==> config.mk <==
export PLATFORM = sky130hd
export DESIGN_NAME = range_block_table_top
export DESIGN_NICKNAME = d
export VERILOG_FILES = /design/src/rtl/rbt_pkg.sv /design/src/rtl/range_block_table_top.sv /design/src/rtl/rbt_cmp.sv
export SDC_FILE = /design/constraint.sdc
export NUM_CORES = 2
export LEC_CHECK = 0
export BUFFER_PORTS_ARGS = -buffer_cell sky130_fd_sc_hd__buf_2
export CELL_PAD_IN_SITES_DETAIL_PLACEMENT = 0
export CELL_PAD_IN_SITES_GLOBAL_PLACEMENT = 1
export CORE_UTILIZATION = 55
export DETAILED_ROUTE_END_ITERATION = 6
export PLACE_DENSITY = 0.77
export SETUP_SLACK_MARGIN = 0.2
export SLEW_MARGIN = 40
export SYNTH_ARGS = -nofsm -noshare
export SYNTH_HDL_FRONTEND = slang
export SYNTH_HIERARCHICAL = 1
export SYNTH_SLANG_ARGS = --single-unit
export TNS_END_PERCENT = 20
==> constraint.sdc <==
create_clock -name aclk -period 14.47 [get_ports aclk]
set_input_delay 1.447 -clock aclk [delete_from_list [all_inputs] [get_ports aclk]]
set_output_delay 1.447 -clock aclk [all_outputs]
set_load 0.01 [all_outputs]
==> src/rtl/rbt_pkg.sv <==
// Shared types and constants for the range block table.
package rbt_pkg;

    localparam int ENTRIES = 16;
    localparam int IDX_W   = (ENTRIES > 1) ? $clog2(ENTRIES) : 1;

    localparam logic [1:0] OP_ADD    = 2'd0;
    localparam logic [1:0] OP_REMOVE = 2'd1;
    localparam logic [1:0] OP_FIND   = 2'd2;

    localparam logic [1:0] ST_OK       = 2'd0;
    localparam logic [1:0] ST_OVERLAP  = 2'd1;
    localparam logic [1:0] ST_FULL     = 2'd2;
    localparam logic [1:0] ST_NOTFOUND = 2'd3;

    typedef struct packed {
        logic [1:0]  opcode;
        logic [23:0] group_id;
        logic [23:0] first_index;
        logic [15:0] block_count;
        logic [15:0] tag;
    } in_item_t;

    typedef struct packed {
        logic [1:0]  status;
        logic [3:0]  hit_slot;
        logic [23:0] hit_first;
        logic [15:0] hit_count;
        logic [15:0] hit_tag;
    } out_item_t;

    typedef struct packed {
        logic [23:0] group_id;
        logic [23:0] first_index;
        logic [15:0] block_count;
        logic [15:0] tag;
    } entry_t;

    // Outcome of comparing one stored entry against the request.
    typedef struct packed {
        logic grp_eq;
        logic clash;
        logic holds;
        logic exact;
    } cmp_t;

    typedef enum logic [1:0] {
        S_IDLE,
        S_SCAN,
        S_DRAIN,
        S_DONE
    } state_t;

endpackage

==> src/rtl/range_block_table_top.sv <==
// Top level of the range block table: sequencer, entry memory and result register.
//
//  Channel | Ports                    | Direction | Payload
//  --------+--------------------------+-----------+-----------
//  input   | s_valid, s_ready, s_data | in        | in_item_t
//  result  | m_valid, m_ready, m_data | out       | out_item_t
//
// Each transaction runs through the sequencer states in order: accept in
// S_IDLE, S_SCAN in which the single comparison unit walks the entry memory
// one read a cycle, S_DRAIN to compare the last entry, and S_DONE to commit
// the table update and load the result register.
// Reset clears the valid marks, the sequencer and the result valid flag;
// the entry memory itself is not cleared, since invalid entries are never used.
// A stalled result holds the sequencer in its commit step, but an input
// transaction is still taken while an earlier result waits on m_ready.
module range_block_table_top
    import rbt_pkg::*;
(
    input  logic      aclk,
    input  logic      aresetn,
    input  logic      s_valid,
    output logic      s_ready,
    input  in_item_t  s_data,
    output logic      m_valid,
    input  logic      m_ready,
    output out_item_t m_data
);

    localparam logic [IDX_W-1:0] LAST_IDX = IDX_W'(ENTRIES - 1);

    // Entry storage and its valid marks.
    entry_t                mem [ENTRIES];
    logic [ENTRIES-1:0]    valid_reg;
    logic [ENTRIES-1:0]    valid_next;

    // Sequencer.
    state_t                state_reg;
    state_t                state_next;
    logic [IDX_W-1:0]      scan_idx_reg;
    logic [IDX_W-1:0]      scan_idx_next;
    logic                  rd_pending_reg;
    logic [IDX_W-1:0]      rd_idx_reg;
    entry_t                rd_entry_reg;
    logic                  rd_vld_reg;

    // The request being worked on.
    in_item_t              req_reg;

    // Scan accumulators.
    logic                  clash_reg;
    logic                  found_reg;
    logic [IDX_W-1:0]      found_slot_reg;
    entry_t                found_entry_reg;
    logic                  free_found_reg;
    logic [IDX_W-1:0]      free_slot_reg;

    // Result register.
    logic                  m_valid_reg;
    out_item_t             m_data_reg;

    cmp_t                  cmp;
    logic                  accept;
    logic                  out_free;
    logic                  commit;
    logic                  commit_add;
    logic                  commit_remove;
    out_item_t             result;
    logic [31:0]           slot_wide;
    logic [IDX_W-1:0]      result_slot;

    rbt_cmp u_cmp (
        .entry  (rd_entry_reg),
        .req    (req_reg),
        .result (cmp)
    );

    assign s_ready  = (state_reg == S_IDLE);
    assign accept   = s_valid && s_ready;
    assign out_free = !m_valid_reg || m_ready;
    assign commit   = (state_reg == S_DONE) && out_free;
    assign m_valid  = m_valid_reg;
    assign m_data   = m_data_reg;

    // Result assembly from what the scan gathered.
    always_comb begin
        result        = '0;
        result.status = ST_NOTFOUND;
        result_slot   = '0;
        commit_add    = 1'b0;
        commit_remove = 1'b0;
        case (req_reg.opcode)
            OP_ADD: begin
                if (clash_reg) begin
                    result.status = ST_OVERLAP;
                end else if (!free_found_reg) begin
                    result.status = ST_FULL;
                end else begin
                    result.status = ST_OK;
                    result_slot   = free_slot_reg;
                    commit_add    = commit;
                end
            end
            OP_REMOVE: begin
                if (found_reg) begin
                    result.status = ST_OK;
                    result_slot   = found_slot_reg;
                    commit_remove = commit;
                end
            end
            OP_FIND: begin
                if (found_reg) begin
                    result.status    = ST_OK;
                    result_slot      = found_slot_reg;
                    result.hit_first = found_entry_reg.first_index;
                    result.hit_count = found_entry_reg.block_count;
                    result.hit_tag   = found_entry_reg.tag;
                end
            end
            default: begin
                result.status = ST_NOTFOUND;
            end
        endcase
        slot_wide       = 32'(result_slot);
        result.hit_slot = slot_wide[3:0];
    end

    // Next state of the sequencer and of the valid marks.
    always_comb begin
        state_next    = state_reg;
        scan_idx_next = scan_idx_reg;
        valid_next    = valid_reg;
        case (state_reg)
            S_IDLE: begin
                scan_idx_next = '0;
                if (accept) begin
                    state_next = S_SCAN;
                end
            end
            S_SCAN: begin
                if (scan_idx_reg == LAST_IDX) begin
                    state_next = S_DRAIN;
                end else begin
                    scan_idx_next = scan_idx_reg + IDX_W'(1);
                end
            end
            S_DRAIN: begin
                state_next = S_DONE;
            end
            S_DONE: begin
                if (out_free) begin
                    state_next = S_IDLE;
                end
            end
            default: begin
                state_next = S_IDLE;
            end
        endcase
        if (commit_add) begin
            valid_next[free_slot_reg] = 1'b1;
        end
        if (commit_remove) begin
            valid_next[found_slot_reg] = 1'b0;
        end
    end

    // Control registers.
    always_ff @(posedge aclk) begin
        if (!aresetn) begin
            state_reg      <= S_IDLE;
            scan_idx_reg   <= '0;
            rd_pending_reg <= 1'b0;
            valid_reg      <= '0;
            m_valid_reg    <= 1'b0;
            clash_reg      <= 1'b0;
            found_reg      <= 1'b0;
            free_found_reg <= 1'b0;
        end else begin
            state_reg      <= state_next;
            scan_idx_reg   <= scan_idx_next;
            rd_pending_reg <= (state_reg == S_SCAN);
            valid_reg      <= valid_next;
            if (commit) begin
                m_valid_reg <= 1'b1;
            end else if (m_ready) begin
                m_valid_reg <= 1'b0;
            end
            if (accept) begin
                clash_reg      <= 1'b0;
                found_reg      <= 1'b0;
                free_found_reg <= 1'b0;
            end else if (rd_pending_reg) begin
                if (rd_vld_reg) begin
                    if ((req_reg.opcode == OP_ADD) && cmp.clash) begin
                        clash_reg <= 1'b1;
                    end
                    if (!found_reg &&
                        (((req_reg.opcode == OP_REMOVE) && cmp.exact) ||
                         ((req_reg.opcode == OP_FIND) && cmp.holds))) begin
                        found_reg <= 1'b1;
                    end
                end else if (!free_found_reg) begin
                    free_found_reg <= 1'b1;
                end
            end
        end
    end

    // Payload registers: request, memory read stage and captured hits.
    always_ff @(posedge aclk) begin
        if (accept) begin
            req_reg <= s_data;
        end
        if (state_reg == S_SCAN) begin
            rd_entry_reg <= mem[scan_idx_reg];
            rd_vld_reg   <= valid_reg[scan_idx_reg];
            rd_idx_reg   <= scan_idx_reg;
        end
        if (rd_pending_reg) begin
            if (rd_vld_reg) begin
                if (!found_reg &&
                    (((req_reg.opcode == OP_REMOVE) && cmp.exact) ||
                     ((req_reg.opcode == OP_FIND) && cmp.holds))) begin
                    found_slot_reg  <= rd_idx_reg;
                    found_entry_reg <= rd_entry_reg;
                end
            end else if (!free_found_reg) begin
                free_slot_reg <= rd_idx_reg;
            end
        end
        if (commit) begin
            m_data_reg <= result;
        end
    end

    // Entry memory write port.
    always_ff @(posedge aclk) begin
        if (commit_add) begin
            mem[free_slot_reg] <= '{group_id:    req_reg.group_id,
                                    first_index: req_reg.first_index,
                                    block_count: req_reg.block_count,
                                    tag:         req_reg.tag};
        end
    end

    // A result is loaded only from the commit step of the sequencer.
    assert property (@(posedge aclk) disable iff (!aresetn)
        $rose(m_valid_reg) |-> $past(state_reg == S_DONE))
        else $error("result appeared outside the commit step");

    // A table-full answer is given only when every entry is in use.
    assert property (@(posedge aclk) disable iff (!aresetn)
        (commit && (req_reg.opcode == OP_ADD) && (result.status == ST_FULL))
            |-> (&valid_reg))
        else $error("table full reported with a free entry");

    // A successful add marks exactly one more entry as in use.
    assert property (@(posedge aclk) disable iff (!aresetn)
        commit_add |=> ($countones(valid_reg) == $past($countones(valid_reg)) + 1))
        else $error("add did not claim exactly one entry");

    // A successful remove frees exactly one entry.
    assert property (@(posedge aclk) disable iff (!aresetn)
        commit_remove |=> ($countones(valid_reg) + 1 == $past($countones(valid_reg))))
        else $error("remove did not free exactly one entry");

endmodule

==> src/rtl/rbt_cmp.sv <==
// Range comparison unit shared by every step of the table scan.
module rbt_cmp
    import rbt_pkg::*;
(
    input  entry_t   entry,
    input  in_item_t req,
    output cmp_t     result
);

    logic [24:0] stored_end;
    logic [24:0] req_end;
    logic        req_in_stored;
    logic        stored_in_req;

    assign stored_end = {1'b0, entry.first_index} + {9'd0, entry.block_count};
    assign req_end    = {1'b0, req.first_index} + {9'd0, req.block_count};

    // The request index lies inside the stored range; find uses this alone.
    assign req_in_stored = (req.first_index >= entry.first_index) &&
                           ({1'b0, req.first_index} < stored_end);
    assign stored_in_req = (entry.first_index >= req.first_index) &&
                           ({1'b0, entry.first_index} < req_end);

    assign result.grp_eq = (entry.group_id == req.group_id);
    assign result.holds  = result.grp_eq && req_in_stored;
    assign result.clash  = result.grp_eq && (req_in_stored || stored_in_req);
    assign result.exact  = result.grp_eq &&
                           (entry.first_index == req.first_index) &&
                           (entry.block_count == req.block_count);

endmodule

==> impl_metrics.tcl <==
set metrics [dict create \
    fmax_ghz 0.175 \
    p_leak_uw 0.0231 \
    grt_antenna_before_repair 6 \
    synth_enable_flop_cells 1573 \
    critPathArrivalTime_ns 6.37 \
    finClkSkew_ns 0.0250 \
    ys_ff_latch 1600 \
    grt.overflow.total 0 \
    ys_seq_area_share_pct 75.5 \
    worstPathRequired_ns 15.12 \
    port_buffers 149 \
    io_pins 150 \
    wl_per_cell_um 29.2 \
    vdd_drop_max_mv 0.126 \
    cts_resized 0 \
    max-slew-margin-rel_pct 43.2 \
    die_h_um 341 \
    cts.sinks 1600 \
    met3_length_mm 11.4 \
    period_minus_slack_ns 5.71 \
    final_nets 3761 \
    dp_hpwl_mm 84.6 \
    drt_wl_total_mm 152 \
    syn_to_final_growth_pct 12.4 \
    p_comb_share_pct 18.2 \
    die-area_mm2 0.116 \
    netlist_instances 3315 \
    crit_top_cell "ha_1" \
    power_frac_seq_pct 48.8 \
    routed_via_density 6.34 \
    netlist.top_cell.by_area "edfxtp_1" \
    finalSetupTns_ns 0 \
    violations "design-rule violations" \
    start_util_pct 55.4 \
    syn_area_mm2 0.0633 \
    async_flop_share_pct 0 \
    endpoint_kind "register" \
    crit_path_max_incr_delay_ns 0.65 \
    grt_pass1_vias 33700 \
    holdBufCountCts 0 \
    clk_pin_slew_ns 0.06 \
    core-area_mm2 0.114 \
    synth_nets 3514 \
    drv_cap 0 \
    layout_commonest_cell "edfxtp_1" \
    p_switching_uw 3300 \
    cts_tree "done" \
    synth_top_area_share_pct 74.6 \
    crit_slowest_cell "edfxtp_1" \
    yosys_warnings 6 \
    cts_made_buffers 160 \
    die_w_um 341 \
    ant_nets 0 \
    crit_type "reg2reg" \
    hold_slack_ns 0.425 \
    synthTopCellsByArea "edfxtp_1 75%, mux4_2 5.8%, mux2i_1 5.2%, a221oi_1 2.3%, ha_1 2.2%" \
    rsz0062_at_grt "no" \
    top_layer "met4" \
    wl_met1_mm 62.9 \
    cp_cell_sequence "ha_1 > fa_1 > a211oi_2 > o21ai_1 > a2111o_1 > a31oi_4 > o21ai_2 > a31o_4 > xnor2_1 > ha_1 > and4_1 > o211ai_1 > a2111oi_0 > o221ai_1 > a211o_1 > a31oi_1 > o22ai_1 > a41oi_1 > nor2b_1" \
    largest_reg_flops 1280 \
    rows 124 \
    yosysUniqueCellTypes 71 \
    synthFlopType "edfxtp_1" \
    drtIter0Drc 3536 \
    grt.total_usage_pct 26.3 \
    first_pass_iters 7 \
    met2_wirelength_mm 73.9 \
    internal_power_uw 8820 \
    critPathMaxFanout 18 \
    p_per_area_mw_per_mm2 170 \
    hold_class "reg2reg" \
    clock_path_buffers 3 \
    gp_congestion 0.883 \
    grt_pass1_wl_mm 221 \
    p_clk_share_pct 33.0 \
    synth.avg_cell_area_um2 19.1 \
    maxSlewViolCount 0 \
    setup_viol 0 \
    status "complete, but fails checks" \
    cts_setup_buffers 0 \
    num_vias 33000 \
    final_hold_viol_count 0 \
    h-tree-depth 4 \
    worst_pin_slew_ns 0.853 \
    drive_above_1_share_pct 18.4 \
    n_fill_cell 7985 \
    critical_path.startpoint_type "register" \
    final_cell_mix "1573 x edfxtp_1, 326 x mux2i_1, 164 x a221oi_1" \
    fin_crit_sh_pct 39.5 \
    clkLatencyLatePin_ns 0.76 \
    grt_max_degree 109 \
    swShare_pct 27.3 \
    remaining_drc_errors 3 \
    clockRootBuffer "clkbuf_16" \
]
[cells by family after synthesis]
family / count (synthesis) / synth area share [%]
AOI/OAI and AO/OA: 486 / 5.74
xor gates and xnor gates: 80 / 1.11
adders and majority gates: 113 / 2.26
buffers and inverters: 200 / 1.71
DFF: 1600 / 75.5
muxes: 488 / 10.9
and+or+nand+nor: 348 / 2.79
[stage by stage]
| step | util [%] | std cells | setup slack (ns) | area [um2] | total power, uW |
|---|---|---|---|---|---|
| floorplan | - | 3315 | 3.98 | 63300 | 7540 |
| global placement | 57.6 | 4903 | 8.76 | 65800 | 8090 |
| detailed placement | 57.8 | 4909 | 8.91 | 66000 | 8190 |
| CTS | 62.3 | 5198 | 8.89 | 71100 | 12200 |
| global route | 62.3 | 5201 | 8.56 | 71200 | 12600 |
| finish | 62.3 | 5205 | 8.76 | 71200 | 12100 |
[routing by layer]
metal	track usage (%)	vias to the layer above
li1	-	14200
met1	36.9	17100
met2	42.5	1424
met3	4.39	269
met4	8.12	0
met5	0	-
[path summary, 6_finish.rpt]
| check | start | end | slack [ns] | cells after the start |
|---|---|---|---|---|
| worst max-delay path | req_reg[16]$_DFFE_PP_ | clash_reg$_SDFFE_PP0P_ | 8.76 | 19 |
| worst min-delay path | rd_entry_reg[11]$_DFFE_PN_ | found_entry_reg[11]$_DFFE_PP_ | 0.43 | 0 |
| worst max register to register | req_reg[16]$_DFFE_PP_ | clash_reg$_SDFFE_PP0P_ | 8.76 | 19 |
| worst min register to register | rd_entry_reg[11]$_DFFE_PN_ | found_entry_reg[11]$_DFFE_PP_ | 0.43 | 0 |
[power by group through the flow]
stage	clock network [uW]	logic, uW	registers [uW]
6_report	4010	2200	5920
5_1_grt	4230	2390	5950
4_1_cts	4060	2190	5920
3_5_place_dp	0	2180	6010
3_3_place_gp	0	2110	5980
2_1_floorplan	0	1660	5890
[cell usage after synthesis (4+ instances only)]
cell      count
a211oi_1      8
a21o_1       14
a21oi_1      38
a221oi_1    164
a22oi_1      82
a31oi_1       4
a32oi_1       4
and2_1        9
and3_1       65
and4_1        6
buf_2        32
buf_4        24
buf_6        19
clkbuf_1     72
dfxtp_1      27
edfxtp_1   1573
ha_1        111
inv_1        45
mux2i_1     326
mux4_2      162
nand2_1     117
nand2b_1     17
nand3_1      18
nand4_1      15
nor2_1       41
nor2b_1      13
nor3_1       24
nor4_1       12
o211ai_1      4
o21a_1        9
o21ai_0     105
o221a_2      15
xnor2_1      41
xor2_1       39
[area by class of cell]
class,instances,area [um2],share of cell area [%]
Clock inverter,95,877,1.23
Inverter,46,174,0.244
Sequential cell,1600,47800,67.1
Timing Repair Buffer,239,1660,2.33
Tap cell,1512,1890,2.66
Multi-Input combinational cell,1515,14600,20.5
Clock buffer,194,4200,5.89
Antenna cell,4,10.0,0.0141
[critical path, delay by kind of cell (launching register included)]
family | cells | cell delay, ns
compound gates | 13 | 3.32
xor+xnor | 1 | 0.12
fa+ha+maj | 3 | 1.18
flops | 1 | 0.65
simple gates | 2 | 0.31
(Power assumes the default switching activity.)
